File: src/design/u8tl_pkg.sv
`timescale 1ns / 1ps
// ----------------------------------------------------------------------------
// u8tl_pkg
// Shared types and constants of the UTF-8 text layout decoder: defaults,
// register indexes, controller states and the command/status structs.
// ----------------------------------------------------------------------------
package u8tl_pkg;

    // Parameter defaults
    localparam int LINE_ADVANCE_DEF = 18;
    localparam int COORD_BITS_DEF   = 16;

    // Field widths
    localparam int BYTE_W    = 8;
    localparam int CP_W      = 21;
    localparam int CFG_W     = 16;
    localparam int CFG_IDX_W = 1;

    // Configuration register indexes
    typedef enum logic [CFG_IDX_W-1:0] {
        CFG_ORIGIN_X = 1'b0,
        CFG_ORIGIN_Y = 1'b1
    } t_cfg_reg;

    // Controller states
    typedef enum logic [1:0] {
        S_IDLE,
        S_FLUSH,
        S_LEAD
    } t_state;

    // Datapath operations, one per cycle
    typedef enum logic [2:0] {
        OP_NONE,
        OP_LEAD_IN,
        OP_CONT,
        OP_FLUSH_LOAD,
        OP_QMARK,
        OP_LEAD_HELD
    } t_op;

    typedef struct packed {
        logic take_in;
        t_op  op;
    } t_dp_cmd;

    typedef struct packed {
        logic in_valid;
        logic slot_free;
        logic in_seq;
        logic is_cont;
        logic completes;
        logic in_eot;
        logic flush_last;
        logic lead_after;
    } t_dp_status;

endpackage

File: src/design/u8tl_if.sv
`timescale 1ns / 1ps
// ----------------------------------------------------------------------------
// u8tl_in_if / u8tl_out_if
// Valid/ready channels: text bytes in, placed code points out.
// ----------------------------------------------------------------------------
interface u8tl_in_if;
    logic                         valid;
    logic                         ready;
    logic [u8tl_pkg::BYTE_W-1:0]  text_byte;
    logic                         end_of_text;

    modport source (output valid, output text_byte, output end_of_text, input ready);
    modport sink   (input valid, input text_byte, input end_of_text, output ready);
endinterface

interface u8tl_out_if #(
    parameter int COORD_BITS = u8tl_pkg::COORD_BITS_DEF
);
    logic                          valid;
    logic                          ready;
    logic [u8tl_pkg::CP_W-1:0]     code_point;
    logic signed [COORD_BITS-1:0]  pen_x;
    logic signed [COORD_BITS-1:0]  pen_y;
    logic                          run_last;
    logic                          text_done;

    modport source (output valid, output code_point, output pen_x, output pen_y,
                    output run_last, output text_done, input ready);
    modport sink   (input valid, input code_point, input pen_x, input pen_y,
                    input run_last, input text_done, output ready);
endinterface

File: src/design/u8tl_ctrl.sv
`timescale 1ns / 1ps
// ----------------------------------------------------------------------------
// u8tl_ctrl
// Controller: takes bytes in the idle state, steps through the '?' results
// of a broken sequence and then replays the offending byte as a lead unless it is a continuation.
// ----------------------------------------------------------------------------
module u8tl_ctrl (
    input  logic                 i_clk,
    input  logic                 i_rst_n,
    input  u8tl_pkg::t_dp_status i_status,
    output u8tl_pkg::t_dp_cmd    o_cmd
);

    u8tl_pkg::t_state r_state;
    u8tl_pkg::t_state n_state;

    // State register
    always_ff @(posedge i_clk) begin
        if (!i_rst_n) begin
            r_state <= u8tl_pkg::S_IDLE;
        end else begin
            r_state <= n_state;
        end
    end

    // Next state
    always_comb begin
        n_state = r_state;
        unique case (r_state)
            u8tl_pkg::S_IDLE: begin
                if (i_status.in_valid && i_status.slot_free && i_status.in_seq &&
                    !(i_status.is_cont && (i_status.completes || !i_status.in_eot))) begin
                    n_state = u8tl_pkg::S_FLUSH;
                end
            end
            u8tl_pkg::S_FLUSH: begin
                if (i_status.slot_free && i_status.flush_last) begin
                    n_state = i_status.lead_after ? u8tl_pkg::S_LEAD : u8tl_pkg::S_IDLE;
                end
            end
            u8tl_pkg::S_LEAD: begin
                if (i_status.slot_free) begin
                    n_state = u8tl_pkg::S_IDLE;
                end
            end
            default: n_state = u8tl_pkg::S_IDLE;
        endcase
    end

    // Commands
    always_comb begin
        o_cmd.take_in = 1'b0;
        o_cmd.op      = u8tl_pkg::OP_NONE;
        unique case (r_state)
            u8tl_pkg::S_IDLE: begin
                o_cmd.take_in = i_status.slot_free;
                if (i_status.in_valid && i_status.slot_free) begin
                    priority if (!i_status.in_seq) begin
                        o_cmd.op = u8tl_pkg::OP_LEAD_IN;
                    end else if (i_status.is_cont &&
                                 (i_status.completes || !i_status.in_eot)) begin
                        o_cmd.op = u8tl_pkg::OP_CONT;
                    end else begin
                        o_cmd.op = u8tl_pkg::OP_FLUSH_LOAD;
                    end
                end
            end
            u8tl_pkg::S_FLUSH: begin
                if (i_status.slot_free) begin
                    o_cmd.op = u8tl_pkg::OP_QMARK;
                end
            end
            u8tl_pkg::S_LEAD: begin
                if (i_status.slot_free) begin
                    o_cmd.op = u8tl_pkg::OP_LEAD_HELD;
                end
            end
            default: o_cmd.op = u8tl_pkg::OP_NONE;
        endcase
    end

    // A replay only ever follows a flush
    a_lead_after_flush: assert property (@(posedge i_clk) disable iff (!i_rst_n)
        r_state == u8tl_pkg::S_LEAD |-> $past(r_state) == u8tl_pkg::S_FLUSH ||
                                        $past(r_state) == u8tl_pkg::S_LEAD)
        else $error("lead replay entered without a flush");

    // Bytes are taken only in the idle state
    a_take_idle: assert property (@(posedge i_clk) disable iff (!i_rst_n)
        o_cmd.take_in |-> r_state == u8tl_pkg::S_IDLE)
        else $error("byte taken outside idle");

    // The flush leaves once its last '?' has gone out
    a_flush_exit: assert property (@(posedge i_clk) disable iff (!i_rst_n)
        r_state == u8tl_pkg::S_FLUSH && i_status.slot_free && i_status.flush_last
        |=> r_state != u8tl_pkg::S_FLUSH)
        else $error("flush did not end");

endmodule

File: src/design/u8tl_datapath.sv
`timescale 1ns / 1ps
// ----------------------------------------------------------------------------
// u8tl_datapath
// Sequence registers, pen position, origins and the result register.
// Executes one controller operation per cycle, at most one result each.
// ----------------------------------------------------------------------------
module u8tl_datapath #(
    parameter int LINE_ADVANCE = u8tl_pkg::LINE_ADVANCE_DEF,
    parameter int COORD_BITS   = u8tl_pkg::COORD_BITS_DEF
) (
    input  logic                            i_clk,
    input  logic                            i_rst_n,
    u8tl_in_if.sink                         i_byte_ch,
    u8tl_out_if.source                      o_glyph_ch,
    input  logic                            i_cfg_we,
    input  logic [u8tl_pkg::CFG_IDX_W-1:0]  i_cfg_idx,
    input  logic [u8tl_pkg::CFG_W-1:0]      i_cfg_wdata,
    input  u8tl_pkg::t_dp_cmd               i_cmd,
    output u8tl_pkg::t_dp_status            o_status
);

    localparam int CW  = COORD_BITS;
    localparam int SW  = COORD_BITS + 9;
    localparam int EW  = ((COORD_BITS > u8tl_pkg::CFG_W) ? COORD_BITS : u8tl_pkg::CFG_W) + 1;
    localparam int BW  = u8tl_pkg::BYTE_W;
    localparam int CPW = u8tl_pkg::CP_W;

    localparam logic [BW-1:0]  NEWLINE    = 8'h0A;
    localparam logic [BW-1:0]  CONT_MASK  = 8'hC0;
    localparam logic [BW-1:0]  CONT_CODE  = 8'h80;
    localparam logic [BW-1:0]  LEAD2_MASK = 8'hE0;
    localparam logic [BW-1:0]  LEAD2_CODE = 8'hC0;
    localparam logic [BW-1:0]  LEAD3_MASK = 8'hF0;
    localparam logic [BW-1:0]  LEAD3_CODE = 8'hE0;
    localparam logic [BW-1:0]  LEAD4_MASK = 8'hF8;
    localparam logic [BW-1:0]  LEAD4_CODE = 8'hF0;
    localparam logic [BW-1:0]  PAY_CONT   = 8'h3F;
    localparam logic [BW-1:0]  PAY_LEAD2  = 8'h1F;
    localparam logic [BW-1:0]  PAY_LEAD3  = 8'h0F;
    localparam logic [BW-1:0]  PAY_LEAD4  = 8'h07;
    localparam logic [CPW-1:0] QMARK      = CPW'(63);
    localparam logic [CPW-1:0] ASCII_LIM  = CPW'(128);
    localparam logic [7:0]     ADV_NARROW = 8'd8;
    localparam logic [7:0]     ADV_WIDE   = 8'd16;
    localparam logic [7:0]     LINE_ADV   = 8'(LINE_ADVANCE);

    // Add a small positive step, sticking at the top of the coordinate range
    function automatic logic signed [CW-1:0] sat_add(input logic signed [CW-1:0] a,
                                                     input logic [7:0] inc);
        logic signed [SW-1:0] sum;
        logic signed [SW-1:0] hi;
        hi  = SW'(signed'({1'b0, {(CW-1){1'b1}}}));
        sum = SW'(a) + SW'(signed'({1'b0, inc}));
        if (sum > hi) begin
            return hi[CW-1:0];
        end
        return sum[CW-1:0];
    endfunction

    // Bring a 16-bit signed register value into the coordinate range
    function automatic logic signed [CW-1:0] sat_origin(input logic [u8tl_pkg::CFG_W-1:0] d);
        logic signed [EW-1:0] v;
        logic signed [EW-1:0] hi;
        logic signed [EW-1:0] lo;
        v  = EW'(signed'(d));
        hi = EW'(signed'({1'b0, {(CW-1){1'b1}}}));
        lo = ~hi;
        if (v > hi) begin
            return hi[CW-1:0];
        end
        if (v < lo) begin
            return lo[CW-1:0];
        end
        return v[CW-1:0];
    endfunction

    logic signed [CW-1:0] r_origin_x, n_origin_x;
    logic signed [CW-1:0] r_origin_y, n_origin_y;
    logic signed [CW-1:0] r_pen_col,  n_pen_col;
    logic signed [CW-1:0] r_pen_row,  n_pen_row;
    logic [2:0]           r_exp_len,  n_exp_len;
    logic [1:0]           r_held_cnt, n_held_cnt;
    logic [CPW-1:0]       r_acc,      n_acc;
    logic [BW-1:0]        r_byte,     n_byte;
    logic                 r_eot,      n_eot;
    logic [1:0]           r_flush_left, n_flush_left;
    logic                 r_lead_after, n_lead_after;
    logic                 r_lead_emits, n_lead_emits;
    logic                 r_o_valid,  n_o_valid;
    logic [CPW-1:0]       r_code,     n_code;
    logic signed [CW-1:0] r_px,       n_px;
    logic signed [CW-1:0] r_py,       n_py;
    logic                 r_last,     n_last;
    logic                 r_done,     n_done;

    logic           slot_free;
    logic [BW-1:0]  in_byte;
    logic           in_cont;
    logic           completes;
    logic [CPW-1:0] acc_shift;

    logic [BW-1:0]  lead_byte;
    logic           lead_eot;
    logic           lead_nl;
    logic           lead_multi;
    logic [2:0]     lead_len;
    logic [CPW-1:0] lead_bits;
    logic           lead_emits;
    logic [CPW-1:0] lead_cp;

    logic           do_emit;
    logic [CPW-1:0] emit_cp;
    logic           emit_last;
    logic           emit_done;
    logic           do_newline;
    logic           end_text;
    logic           q_last;

    // Handshake and status
    assign slot_free = !r_o_valid || o_glyph_ch.ready;
    assign i_byte_ch.ready = i_cmd.take_in;
    assign in_byte   = i_byte_ch.text_byte;
    assign in_cont   = (in_byte & CONT_MASK) == CONT_CODE;
    assign completes = ({1'b0, r_held_cnt} + 3'd1) == r_exp_len;
    assign acc_shift = {r_acc[CPW-7:0], in_byte[5:0] & PAY_CONT[5:0]};
    assign q_last    = (r_flush_left == 2'd1) && !(r_lead_after && r_lead_emits);

    assign o_status.in_valid   = i_byte_ch.valid;
    assign o_status.slot_free  = slot_free;
    assign o_status.in_seq     = r_exp_len != 3'd0;
    assign o_status.is_cont    = in_cont;
    assign o_status.completes  = completes;
    assign o_status.in_eot     = i_byte_ch.end_of_text;
    assign o_status.flush_last = r_flush_left == 2'd1;
    assign o_status.lead_after = r_lead_after;

    // Classify a lead byte: fresh input or the replayed one
    always_comb begin
        lead_byte  = (i_cmd.op == u8tl_pkg::OP_LEAD_HELD) ? r_byte : in_byte;
        lead_eot   = (i_cmd.op == u8tl_pkg::OP_LEAD_HELD) ? r_eot : i_byte_ch.end_of_text;
        lead_nl    = lead_byte == NEWLINE;
        lead_multi = 1'b1;
        lead_len   = 3'd0;
        lead_bits  = '0;
        priority if ((lead_byte & LEAD2_MASK) == LEAD2_CODE) begin
            lead_len  = 3'd2;
            lead_bits = CPW'(lead_byte & PAY_LEAD2);
        end else if ((lead_byte & LEAD3_MASK) == LEAD3_CODE) begin
            lead_len  = 3'd3;
            lead_bits = CPW'(lead_byte & PAY_LEAD3);
        end else if ((lead_byte & LEAD4_MASK) == LEAD4_CODE) begin
            lead_len  = 3'd4;
            lead_bits = CPW'(lead_byte & PAY_LEAD4);
        end else begin
            lead_multi = 1'b0;
        end
        lead_emits = !lead_nl && !(lead_multi && !lead_eot);
        lead_cp    = lead_byte[BW-1] ? QMARK : CPW'(lead_byte);
    end

    // Next values
    always_comb begin
        n_origin_x   = r_origin_x;
        n_origin_y   = r_origin_y;
        n_pen_col    = r_pen_col;
        n_pen_row    = r_pen_row;
        n_exp_len    = r_exp_len;
        n_held_cnt   = r_held_cnt;
        n_acc        = r_acc;
        n_byte       = r_byte;
        n_eot        = r_eot;
        n_flush_left = r_flush_left;
        n_lead_after = r_lead_after;
        n_lead_emits = r_lead_emits;
        n_o_valid    = r_o_valid && !o_glyph_ch.ready;
        n_code       = r_code;
        n_px         = r_px;
        n_py         = r_py;
        n_last       = r_last;
        n_done       = r_done;
        do_emit      = 1'b0;
        emit_cp      = QMARK;
        emit_last    = 1'b0;
        emit_done    = 1'b0;
        do_newline   = 1'b0;
        end_text     = 1'b0;

        unique case (i_cmd.op)
            u8tl_pkg::OP_LEAD_IN, u8tl_pkg::OP_LEAD_HELD: begin
                priority if (lead_nl) begin
                    do_newline = 1'b1;
                end else if (lead_multi && !lead_eot) begin
                    n_exp_len  = lead_len;
                    n_held_cnt = 2'd1;
                    n_acc      = lead_bits;
                end else begin
                    do_emit   = 1'b1;
                    emit_cp   = lead_cp;
                    emit_last = 1'b1;
                    emit_done = lead_eot;
                end
                end_text = lead_eot;
            end
            u8tl_pkg::OP_CONT: begin
                if (completes) begin
                    do_emit    = 1'b1;
                    emit_cp    = acc_shift;
                    emit_last  = 1'b1;
                    emit_done  = i_byte_ch.end_of_text;
                    end_text   = i_byte_ch.end_of_text;
                    n_exp_len  = 3'd0;
                    n_held_cnt = 2'd0;
                    n_acc      = '0;
                end else begin
                    n_held_cnt = r_held_cnt + 2'd1;
                    n_acc      = acc_shift;
                end
            end
            u8tl_pkg::OP_FLUSH_LOAD: begin
                // Latch the byte; a continuation here is taken with end of text
                n_byte       = in_byte;
                n_eot        = i_byte_ch.end_of_text;
                n_lead_after = !in_cont;
                n_lead_emits = lead_emits;
                n_flush_left = in_cont ? (r_held_cnt + 2'd1) : r_held_cnt;
                n_exp_len    = 3'd0;
                n_held_cnt   = 2'd0;
                n_acc        = '0;
            end
            u8tl_pkg::OP_QMARK: begin
                do_emit      = 1'b1;
                emit_cp      = QMARK;
                emit_last    = q_last;
                emit_done    = q_last && r_eot;
                n_flush_left = r_flush_left - 2'd1;
                end_text     = (r_flush_left == 2'd1) && !r_lead_after && r_eot;
            end
            default: begin
                do_emit = 1'b0;
            end
        endcase

        // Load the result register and advance the pen
        if (do_emit) begin
            n_o_valid = 1'b1;
            n_code    = emit_cp;
            n_px      = r_pen_col;
            n_py      = r_pen_row;
            n_last    = emit_last;
            n_done    = emit_done;
            n_pen_col = sat_add(r_pen_col, (emit_cp < ASCII_LIM) ? ADV_NARROW : ADV_WIDE);
        end
        if (do_newline) begin
            n_pen_col = r_origin_x;
            n_pen_row = sat_add(r_pen_row, LINE_ADV);
        end
        if (end_text) begin
            n_exp_len  = 3'd0;
            n_held_cnt = 2'd0;
            n_acc      = '0;
            n_pen_col  = r_origin_x;
            n_pen_row  = r_origin_y;
        end

        // Register writes move the pen at once
        if (i_cfg_we) begin
            unique case (u8tl_pkg::t_cfg_reg'(i_cfg_idx))
                u8tl_pkg::CFG_ORIGIN_X: begin
                    n_origin_x = sat_origin(i_cfg_wdata);
                    n_pen_col  = sat_origin(i_cfg_wdata);
                end
                u8tl_pkg::CFG_ORIGIN_Y: begin
                    n_origin_y = sat_origin(i_cfg_wdata);
                    n_pen_row  = sat_origin(i_cfg_wdata);
                end
                default: begin
                    n_origin_x = r_origin_x;
                end
            endcase
        end
    end

    // Control and pen registers
    always_ff @(posedge i_clk) begin
        if (!i_rst_n) begin
            r_origin_x   <= '0;
            r_origin_y   <= '0;
            r_pen_col    <= '0;
            r_pen_row    <= '0;
            r_exp_len    <= 3'd0;
            r_held_cnt   <= 2'd0;
            r_acc        <= '0;
            r_flush_left <= 2'd0;
            r_lead_after <= 1'b0;
            r_lead_emits <= 1'b0;
            r_o_valid    <= 1'b0;
        end else begin
            r_origin_x   <= n_origin_x;
            r_origin_y   <= n_origin_y;
            r_pen_col    <= n_pen_col;
            r_pen_row    <= n_pen_row;
            r_exp_len    <= n_exp_len;
            r_held_cnt   <= n_held_cnt;
            r_acc        <= n_acc;
            r_flush_left <= n_flush_left;
            r_lead_after <= n_lead_after;
            r_lead_emits <= n_lead_emits;
            r_o_valid    <= n_o_valid;
        end
    end

    // Payload registers
    always_ff @(posedge i_clk) begin
        r_byte <= n_byte;
        r_eot  <= n_eot;
        r_code <= n_code;
        r_px   <= n_px;
        r_py   <= n_py;
        r_last <= n_last;
        r_done <= n_done;
    end

    assign o_glyph_ch.valid      = r_o_valid;
    assign o_glyph_ch.code_point = r_code;
    assign o_glyph_ch.pen_x      = r_px;
    assign o_glyph_ch.pen_y      = r_py;
    assign o_glyph_ch.run_last   = r_last;
    assign o_glyph_ch.text_done  = r_done;

    // A result is only loaded into a free slot
    a_no_overwrite: assert property (@(posedge i_clk) disable iff (!i_rst_n)
        do_emit |-> slot_free)
        else $error("result register overwritten");

    // An open sequence holds fewer bytes than it expects
    a_seq_shape: assert property (@(posedge i_clk) disable iff (!i_rst_n)
        r_exp_len != 3'd0 |-> r_held_cnt != 2'd0 && {1'b0, r_held_cnt} < r_exp_len)
        else $error("sequence count out of shape");

    // Expected length is idle or a multi-byte lead length
    a_exp_len: assert property (@(posedge i_clk) disable iff (!i_rst_n)
        r_exp_len == 3'd0 || r_exp_len == 3'd2 || r_exp_len == 3'd3 || r_exp_len == 3'd4)
        else $error("bad expected length");

    // A flush always has at least one '?' to give
    a_flush_count: assert property (@(posedge i_clk) disable iff (!i_rst_n)
        i_cmd.op == u8tl_pkg::OP_FLUSH_LOAD |=> r_flush_left != 2'd0)
        else $error("empty flush");

endmodule

File: src/design/utf8_text_layout_decoder.sv
`timescale 1ns / 1ps
// ----------------------------------------------------------------------------
// utf8_text_layout_decoder
// Decodes a UTF-8 byte stream into code points with their pen positions.
// ----------------------------------------------------------------------------
// Usage:
//   i_byte_ch  : valid/ready channel of text bytes, each with end_of_text.
//   o_glyph_ch : valid/ready channel of results (code point, pen x/y,
//                run_last on the last result of a byte, text_done on the
//                last result of a text).
//   i_cfg_*    : write port for origin_x (index 0) and origin_y (index 1);
//                a write also moves the pen on that axis. Write when idle.
// Output: a result is loaded into the output register by the same clock
//   edge that transfers the byte that completes it.
// Throughput: one byte per cycle for well-formed text while results are
//   taken. A broken sequence is loaded, gives its '?' results, then
//   replays the offending byte as a lead if not a continuation; the
//   single result register and controller's flush/replay steps set this.
// Reset: pen and origins at zero, no open sequence, output empty.
// Stall: while a result waits untaken, no byte is transferred and the
//   flush holds; nothing is lost.
// ----------------------------------------------------------------------------
module utf8_text_layout_decoder #(
    parameter int LINE_ADVANCE = u8tl_pkg::LINE_ADVANCE_DEF,
    parameter int COORD_BITS   = u8tl_pkg::COORD_BITS_DEF
) (
    input  logic                            i_clk,
    input  logic                            i_rst_n,
    u8tl_in_if.sink                         i_byte_ch,
    u8tl_out_if.source                      o_glyph_ch,
    input  logic                            i_cfg_we,
    input  logic [u8tl_pkg::CFG_IDX_W-1:0]  i_cfg_idx,
    input  logic [u8tl_pkg::CFG_W-1:0]      i_cfg_wdata
);

    u8tl_pkg::t_dp_cmd    dp_cmd;
    u8tl_pkg::t_dp_status dp_status;

    // Sequencing
    u8tl_ctrl u_ctrl (
        .i_clk    (i_clk),
        .i_rst_n  (i_rst_n),
        .i_status (dp_status),
        .o_cmd    (dp_cmd)
    );

    // Decode, pen and result register
    u8tl_datapath #(
        .LINE_ADVANCE (LINE_ADVANCE),
        .COORD_BITS   (COORD_BITS)
    ) u_datapath (
        .i_clk       (i_clk),
        .i_rst_n     (i_rst_n),
        .i_byte_ch   (i_byte_ch),
        .o_glyph_ch  (o_glyph_ch),
        .i_cfg_we    (i_cfg_we),
        .i_cfg_idx   (i_cfg_idx),
        .i_cfg_wdata (i_cfg_wdata),
        .i_cmd       (dp_cmd),
        .o_status    (dp_status)
    );

endmodule

File: src/flat_wrapper.sv
// flat-port wrapper written by rule: the top's interface ports become plain ports
module utf8_text_layout_decoder_flat 
#(
    parameter int LINE_ADVANCE = u8tl_pkg::LINE_ADVANCE_DEF,
    parameter int COORD_BITS   = u8tl_pkg::COORD_BITS_DEF
)
  (i_clk, i_rst_n, i_cfg_we, i_cfg_idx, i_cfg_wdata, i_byte_ch_valid, i_byte_ch_text_byte, i_byte_ch_end_of_text, i_byte_ch_ready, o_glyph_ch_valid, o_glyph_ch_code_point, o_glyph_ch_pen_x, o_glyph_ch_pen_y, o_glyph_ch_run_last, o_glyph_ch_text_done, o_glyph_ch_ready);
  u8tl_in_if i_byte_ch_i ();
  u8tl_out_if #(.COORD_BITS(COORD_BITS)) o_glyph_ch_i ();
  input  logic i_clk;
  input  logic i_rst_n;
  input  logic i_cfg_we;
  input  logic [u8tl_pkg::CFG_IDX_W-1:0] i_cfg_idx;
  input  logic [u8tl_pkg::CFG_W-1:0] i_cfg_wdata;
  input wire logic [$bits(i_byte_ch_i.valid)-1:0] i_byte_ch_valid;
  input wire logic [$bits(i_byte_ch_i.text_byte)-1:0] i_byte_ch_text_byte;
  input wire logic [$bits(i_byte_ch_i.end_of_text)-1:0] i_byte_ch_end_of_text;
  output wire logic [$bits(i_byte_ch_i.ready)-1:0] i_byte_ch_ready;
  output wire logic [$bits(o_glyph_ch_i.valid)-1:0] o_glyph_ch_valid;
  output wire logic [$bits(o_glyph_ch_i.code_point)-1:0] o_glyph_ch_code_point;
  output wire logic [$bits(o_glyph_ch_i.pen_x)-1:0] o_glyph_ch_pen_x;
  output wire logic [$bits(o_glyph_ch_i.pen_y)-1:0] o_glyph_ch_pen_y;
  output wire logic [$bits(o_glyph_ch_i.run_last)-1:0] o_glyph_ch_run_last;
  output wire logic [$bits(o_glyph_ch_i.text_done)-1:0] o_glyph_ch_text_done;
  input wire logic [$bits(o_glyph_ch_i.ready)-1:0] o_glyph_ch_ready;
  assign i_byte_ch_i.valid = i_byte_ch_valid;
  assign i_byte_ch_i.text_byte = i_byte_ch_text_byte;
  assign i_byte_ch_i.end_of_text = i_byte_ch_end_of_text;
  assign i_byte_ch_ready = i_byte_ch_i.ready;
  assign o_glyph_ch_valid = o_glyph_ch_i.valid;
  assign o_glyph_ch_code_point = o_glyph_ch_i.code_point;
  assign o_glyph_ch_pen_x = o_glyph_ch_i.pen_x;
  assign o_glyph_ch_pen_y = o_glyph_ch_i.pen_y;
  assign o_glyph_ch_run_last = o_glyph_ch_i.run_last;
  assign o_glyph_ch_text_done = o_glyph_ch_i.text_done;
  assign o_glyph_ch_i.ready = o_glyph_ch_ready;
  utf8_text_layout_decoder #(.LINE_ADVANCE(LINE_ADVANCE), .COORD_BITS(COORD_BITS)) u_core (.i_clk(i_clk), .i_rst_n(i_rst_n), .i_byte_ch(i_byte_ch_i), .o_glyph_ch(o_glyph_ch_i), .i_cfg_we(i_cfg_we), .i_cfg_idx(i_cfg_idx), .i_cfg_wdata(i_cfg_wdata));
endmodule
File: config.mk
export PLATFORM = sky130hd
export DESIGN_NAME = utf8_text_layout_decoder_flat
export DESIGN_NICKNAME = d
export VERILOG_FILES = /design/src/design/u8tl_pkg.sv /design/src/design/u8tl_if.sv /design/src/design/u8tl_ctrl.sv /design/src/design/u8tl_datapath.sv /design/src/design/utf8_text_layout_decoder.sv /design/src/flat_wrapper.sv
export SDC_FILE = /design/constraint.sdc
export NUM_CORES = 1
export LEC_CHECK = 0
export ABC_AREA = 1
export BUFFER_PORTS_ARGS = -buffer_cell sky130_fd_sc_hd__clkbuf_2
export CORE_ASPECT_RATIO = 0.9
export CORE_MARGIN = 1.5
export CORE_UTILIZATION = 50
export DETAILED_ROUTE_END_ITERATION = 10
export GPL_ROUTABILITY_DRIVEN = 0
export GPL_TIMING_DRIVEN = 1
export PLACE_DENSITY = 0.7
export SLEW_MARGIN = 10
export SYNTH_ARGS = -nofsm -noshare
export SYNTH_HDL_FRONTEND = slang
export SYNTH_SLANG_ARGS = --single-unit
File: constraint.sdc
create_clock -name i_clk -period 5.86 [get_ports i_clk]
set_clock_uncertainty 0.2 [all_clocks]
set_input_delay 0.586 -clock i_clk [delete_from_list [all_inputs] [get_ports i_clk]]
set_output_delay 0.586 -clock i_clk [all_outputs]
set_load 0.03 [all_outputs]
# Word level (Yosys, flattened, before mapping)

Cells that the tools add are included.
W data, S select, Z words.

Register bits: 155
Latch bits: 0
Memory bits (writable): 0
Bits in read-only memories: 0
Output and inout port bits: 57
Logic and storage cells: 178
Memories kept: 0

Add/sub/neg operators: 5
Multipliers: 0
Divide/modulo/power cells: 0
Magnitude comparators: 5
Eq/ne operators: 20
Shifts and indexed selects: 0
Multiplexer cells: 91
Bitwise logic cells: 2
Reduce and logical (&&, ||, !) cells: 36

Operators with widths:

| cell                    | number |
|---|---|
| $mux W16                | 19 |
| $mux W15                | 3 |
| $pmux W15 S3            | 1 |
| $pmux W21 S2            | 1 |
| $gt A17 B16 Y1 const B  | 2 |
| $mux W1                 | 31 |
| $mux W3                 | 9 |
| $lt A21 B8 Y1 const B   | 1 |
| $mux W21                | 1 |
| $mux W7                 | 3 |
| $mux W2                 | 10 |
| $pmux W3 S3             | 2 |
| $add A16 B6 Y17         | 1 |
| $add A16 B6 Y17 const B | 1 |
| $gt A16 B16 Y1 const B  | 1 |
| $lt A16 B16 Y1 const B  | 1 |
| $logic_and A1 B1 Y1     | 13 |
| $ne A2 B2 Y1 const B    | 6 |
| $pmux W1 S3             | 4 |
| $pmux W2 S3             | 2 |
| $logic_not A1 Y1        | 10 |
| $mux W5                 | 2 |
| $eq A3 B3 Y1 const B    | 3 |
| $eq A8 B4 Y1 const B    | 1 |
| 22 further kinds        | 31 |

# Logic depth before layout (Yosys ltp)

Word-level depth: 30
Depth in mapped cells: 33

# By module

Synthesis repeated with hierarchy kept, for this count alone.

Cell total of the unflattened synthesis: 943
Area total of the unflattened synthesis: 7415.9 sq um

By module, submodules not included:

| module        | instances | cells an instance | area each (sq um) | seq. area each (sq um) |
|---|---|---|---|---|
| u8tl_datapath | 1         | 912               | 7234.4            | 3703.6 |
| u8tl_ctrl     | 1         | 31                | 181.4             | 40.0 |

# Worst setup path before layout

Ideal clock, no wire load.

Path type: input port to flip-flop
From: input o_glyph_ch_ready
To: register u_core.u_datapath.r_pen_col[11]
Library setup time: 0.056 ns
Data arrival time: 4.219 ns
Data required time: 5.604 ns
Setup slack: 1.385 ns
Stages on the path: 30
Buffers on the path: 1
Cell sequence: inv_2 -> nand2_4 -> inv_2 -> nor2_2 -> nand2_2 -> inv_1 -> nand2_1 -> nand2_1 -> inv_1 -> nand2_1 -> inv_1 -> nand2_1 -> buf_2 -> a21oi_1 -> nor3_1 -> ha_1 -> inv_1 -> fa_1 -> inv_1 -> nand2_1 -> nor4_2 -> nand3_1 -> or2_1 -> nand2_2 -> inv_2 -> o21ai_0 -> nand2_1 -> nand3_1 -> o21ai_1 -> inv_1

Word-level cells in the longest chain between the ends: 26

RTL lines:

| item                   | RTL line                                                         | text |
|---|---|---|
| start: declaration     | flat_wrapper.sv:25                                               | `input wire logic [$bits(o_glyph_ch_i.ready)-1:0] o_glyph_ch_ready;` |
| $logic_or A1 B1 Y1 (*) | u8tl_datapath.sv:120                                             | `assign slot_free = !r_o_valid \|\| o_glyph_ch.ready;` |
| $logic_and A1 B1 Y1    | u8tl_ctrl.sv:57                                                  | `if (i_status.in_valid && i_status.slot_free) begin` |
| $mux W2                | u8tl_ctrl.sv:57                                                  |  |
| $pmux W3 S3 (*)        | u8tl_ctrl.sv:54                                                  | `unique case (r_state)` |
| $eq A3 B3 Y1           | u8tl_datapath.sv:139, u8tl_datapath.sv:140, u8tl_datapath.sv:188 |  |
| $mux W8                | u8tl_datapath.sv:139                                             | `lead_byte = (i_cmd.op == u8tl_pkg::OP_LEAD_HELD) ? r_byte : in_byte;` |
| $eq A5 B5 Y1           | u8tl_datapath.sv:151                                             | `end else if ((lead_byte & LEAD4_MASK) == LEAD4_CODE) begin` |
| $mux W1                | u8tl_datapath.sv:151                                             |  |
| [10 not listed]        | n/a                                                              |  |
| $mux W1                | u8tl_datapath.sv:54                                              | `if (sum > hi) begin` |
| $mux W1                | u8tl_datapath.sv:244                                             | `if (do_emit) begin` |
| $mux W16               | u8tl_datapath.sv:57                                              | `return sum[CW-1:0];` |
| $mux W16               | u8tl_datapath.sv:244                                             |  |
| $mux W16               | u8tl_datapath.sv:253                                             | `if (do_newline) begin` |
| $mux W16 (*)           | u8tl_datapath.sv:257                                             | `if (end_text) begin` |
| $mux W16               | u8tl_datapath.sv:267                                             | `unique case (u8tl_pkg::t_cfg_reg'(i_cfg_idx))` |
| $mux W16 (*)           | u8tl_datapath.sv:266                                             | `if (i_cfg_we) begin` |
| end signal: assignment | u8tl_datapath.sv:300                                             | `r_pen_col <= n_pen_col;` |
| end: declaration       | u8tl_datapath.sv:79                                              | `logic signed [CW-1:0] r_pen_col, n_pen_col;` |

Mark *: on every way between the ends. The rest lies on a longest branch, timed or not. The select of a mux whose other input is x is not followed.
A chain may end at the register's enable or synchronous reset.

# Worst setup path in the final report

From: register u_core.u_datapath.r_held_cnt[0]
To: register u_core.u_datapath.r_pen_col[9]

Word-level cells in the longest chain between the ends: 30

RTL lines:

| item                     | RTL line             | text |
|---|---|---|
| start: declaration       | u8tl_datapath.sv:82  | `logic [1:0] r_held_cnt, n_held_cnt;` |
| start signal: assignment | u8tl_datapath.sv:303 | `r_held_cnt <= n_held_cnt;` |
| $add A2 B1 Y3 (*)        | u8tl_datapath.sv:124 | `assign completes = ({1'b0, r_held_cnt} + 3'd1) == r_exp_len;` |
| $eq A3 B3 Y1 (*)         | u8tl_datapath.sv:124 |  |
| $logic_or A1 B1 Y1       | u8tl_ctrl.sv:61      | `(i_status.completes \|\| !i_status.in_eot)) begin` |
| $logic_and A1 B1 Y1      | u8tl_ctrl.sv:60      | `end else if (i_status.is_cont &&` |
| $mux W1                  | u8tl_ctrl.sv:60      |  |
| $mux W2                  | u8tl_ctrl.sv:58      | `priority if (!i_status.in_seq) begin` |
| $mux W2                  | u8tl_ctrl.sv:57      |  |
| $pmux W3 S3              | u8tl_ctrl.sv:54      |  |
| [14 not listed]          | n/a                  |  |
| $mux W1                  | u8tl_datapath.sv:54  |  |
| $mux W1                  | u8tl_datapath.sv:244 |  |
| $mux W16                 | u8tl_datapath.sv:57  |  |
| $mux W16                 | u8tl_datapath.sv:244 |  |
| $mux W16                 | u8tl_datapath.sv:253 |  |
| $mux W16 (*)             | u8tl_datapath.sv:257 |  |
| $mux W16                 | u8tl_datapath.sv:267 |  |
| $mux W16 (*)             | u8tl_datapath.sv:266 |  |

Marks and branches as above.

==> results.txt <==
Routed WL = 16,600 um
DRC = 0
CTS Root Cell = clkbuf_16
RSZ-0062 raised after global routing = false
CTS Hold Bufs = 0
Clock Latency Late Sink = 0.43 ns
H-Tree Depth = 4
Yosys reg bits = 155
MaxCap Viol Count = 0
LEAKAGE = 3.60 nW
Initial Util = 51.9%
status = completed
vias in the first global route = 5,465
sum of routed wire segments on met1 = 8420 um
largest net degree at the start of global routing = 76
Final Core Density = 59.8%
DRT antenna net count = 0
Mapped Nets = 945
Top Metal Used = met4
Worst Path Class, Setup = flop to flop
post-synthesis sequential area ratio = 50.6%
first-pass GRT wire length = 27,600 um
slowest stage delay, CP = 0.58 ns
final setup fails = 0
CTS tree = done
met3 WL = 952 um
Post-Syn Instances = 907
Buf+Inv Stages, Crit Path = 6
number of enable flip-flop cells after synthesis = 64
critical path fanouts, max = 12
critical path's most frequent cell = nand2_1
power density of the placed cells = 519 nW/um^2
postcts setup bufs = 0
Ys Warns = 0
drt first-iter violations = 552
Final Slew Violations = 0
crit path setup slack, layout = 0.854 ns
Reg2Reg Depth = 28
hold depth = 1
initial antenna violation count = 0
setup TNS = 0 ns
final-stage net count = 1,027
Antenna Cells = 0
DIE HEIGHT = 118 um
CP arrival = 5.18 ns
1st-pass router iterations = 6
GRT Total Usage = 22.2%
DR WL met2 = 6940 um
DIE AREA = 15,500 um^2
Top FF cell, synth = dfxtp_1
mapped cell area = 7400 um^2
syn avg cell area = 8.16 um^2
Crit-path slowest cell = nor3_1
via count = 6,156
Reg area = 3740 um^2
CTS Buf Count = 17
Fillers = 1,325
share of post-route cells with drive strength above 1 = 18.0%
GRT overflow = 0
Min Hold Slack = 0.148 ns
Die W = 131 um
CTS clk-pin slew, worst paths = 0.06 ns
Slew HR = 32.5%
I/O pin count = 88
f_max = 0.200 GHz
core area = 14,300 um^2
minimum clock period = 5.01 ns
Via-to-Cell Ratio = 5.15
CP startpoint kind = flop
clk sinks = 155
final period utilization = 85.4%
Routed wire per std cell = 13.9 um
area of the multi-input gates = 3100 um^2
cell row count = 41
Crit path max-delay family = simple AND/OR/NAND/NOR gates
Place WS = 0.858 ns
CP Capture Type = flop
Hold Path Class = input port to flop
Distinct cells, synth = 49
async set-reset flop share out of synthesis = 0%
final hold violations = 0
Area growth, synth to finish = 15.3%
Least-Margin Pin Slew = 1.01 ns
worst vdd ir = 0.377 mV
Worst path depth = 28
Post-DP HPWL = 11,500 um
post-CTS sizing = 0
PortBufs = 87
Worst EP required = 6.03 ns
clk buf depth = 2
## state kept, by name, summed over array words and instances (netlist names)
name,count
u_core.u_datapath.r_lead_emits,1
u_core.u_ctrl.r_state,2
u_core.u_datapath.o_glyph_ch.pen_x,16
u_core.u_datapath.r_pen_row,16
u_core.u_datapath.r_origin_y,16
u_core.u_datapath.o_glyph_ch.code_point,21
u_core.u_datapath.r_pen_col,16
u_core.u_datapath.r_origin_x,16
u_core.u_datapath.o_glyph_ch.pen_y,16
u_core.u_datapath.r_acc,15
u_core.u_datapath.r_exp_len,3
u_core.u_datapath.r_held_cnt,2
u_core.u_datapath.r_eot,1
u_core.u_datapath.r_byte,8
u_core.u_datapath.o_glyph_ch.valid,1
u_core.u_datapath.r_flush_left,2
u_core.u_datapath.o_glyph_ch.text_done,1
u_core.u_datapath.o_glyph_ch.run_last,1
u_core.u_datapath.r_lead_after,1
## per-stage QoR
stage	instances	total power, W	area (um^2)
after floorplan	907	0.00296	7400
after global placement	1163	0.00335	7950
after detailed placement	1163	0.00336	7950
after CTS	1195	0.00446	8530
after global routing	1195	0.00470	8530
final	1195	0.00443	8530
## final cells by class
| class | instances | area share (%) |
|---|---|---|
| Tap cell | 193 | 2.83 |
| Sequential cell | 155 | 43.9 |
| Multi-Input combinational cell | 619 | 36.3 |
| Inverter | 104 | 4.60 |
| Clock inverter | 13 | 1.77 |
| Clock buffer | 19 | 5.07 |
| Timing Repair Buffer | 92 | 5.54 |
## path summary, 6_finish.rpt
| check | start | end | slack [ns] |
|---|---|---|---|
| max | u_core.u_datapath.r_held_cnt[0]$_SDFFE_PP0P_ | u_core.u_datapath.r_pen_col[9]$_SDFF_PN0_ | 0.85 |
| min | i_byte_ch_text_byte[2] | u_core.u_datapath.r_byte[2]$_DFFE_PP_ | 0.15 |
| max reg2reg | u_core.u_datapath.r_held_cnt[0]$_SDFFE_PP0P_ | u_core.u_datapath.r_pen_col[9]$_SDFF_PN0_ | 0.85 |
| min reg2reg | u_core.u_datapath.r_pen_col[2]$_SDFF_PN0_ | u_core.u_datapath.o_glyph_ch.pen_x[2]$_DFFE_PP_ | 0.23 |
## metal layers
metal  vias up  GRT usage (%)
li1       3153              -
met1      2804           33.8
met2       177           31.1
met3        22           5.19
met4         0           6.95
met5         -              0
## cell usage in the layout (no fill, tap or decap), types with 12 or more instances in the layout
| cell | synthesis | final |
|---|---|---|
| clkbuf_2 | 0 | 87 |
| inv_1 | 89 | 89 |
| o21ai_0 | 27 | 27 |
| nand3_1 | 68 | 68 |
| nand2_1 | 263 | 263 |
| a21oi_1 | 76 | 76 |
| nor2_1 | 63 | 62 |
| dfxtp_1 | 91 | 91 |
| clkbuf_16 | 0 | 17 |
| a21oi_2 | 12 | 12 |
| o21ai_1 | 17 | 17 |
| edfxtp_1 | 64 | 64 |
| inv_2 | 13 | 13 |
## synthesized netlist by cell type (4+ instances only)
| cell | instances | area share, % |
|---|---|---|
| a22oi_1 | 5 | 0.51 |
| nor3_1 | 8 | 0.54 |
| o21ai_1 | 17 | 1.1 |
| nand2_1 | 263 | 13 |
| dfxtp_1 | 91 | 25 |
| a21oi_2 | 12 | 1.4 |
| nand2_4 | 4 | 0.61 |
| nand3_1 | 68 | 4.6 |
| xor2_1 | 8 | 0.95 |
| nand4_1 | 6 | 0.51 |
| ha_1 | 6 | 1.0 |
| nand3_2 | 4 | 0.54 |
| a21oi_1 | 76 | 5.1 |
| xnor2_1 | 4 | 0.47 |
| inv_2 | 13 | 0.66 |
| edfxtp_1 | 64 | 26 |
| buf_2 | 10 | 0.68 |
| o21a_1 | 4 | 0.41 |
| inv_1 | 89 | 4.5 |
| nor2_1 | 63 | 3.2 |
| o211ai_1 | 6 | 0.61 |
| buf_4 | 4 | 0.41 |
| clkbuf_1 | 8 | 0.41 |
| o21ai_0 | 27 | 1.8 |
| nand2_2 | 8 | 0.68 |
| buf_6 | 4 | 0.61 |
## report_power, final
group          leakage, nW  switching [W]  total (W)  internal, W
clock                0.274       0.000425    0.00109     0.000663
sequential            1.36       0.000170    0.00174      0.00157
combinational         1.97        0.00120    0.00160     0.000407
total                 3.60        0.00179    0.00443      0.00264
## cells by family (layout without fill, tap and decap cells)
group | count (synthesis) | after routing | synth area share, %
AOI/OAI and AO/OA | 161 | 161 | 12.6
xor gates and xnor gates | 12 | 12 | 1.42
adders and majority gates | 7 | 7 | 1.29
buffers and inverters | 133 | 228 | 7.56
DFF | 155 | 155 | 50.6
muxes | 1 | 1 | 0.304
and+or+nand+nor | 438 | 438 | 26.2
Note: power is estimated with default switching activity, not from simulation.
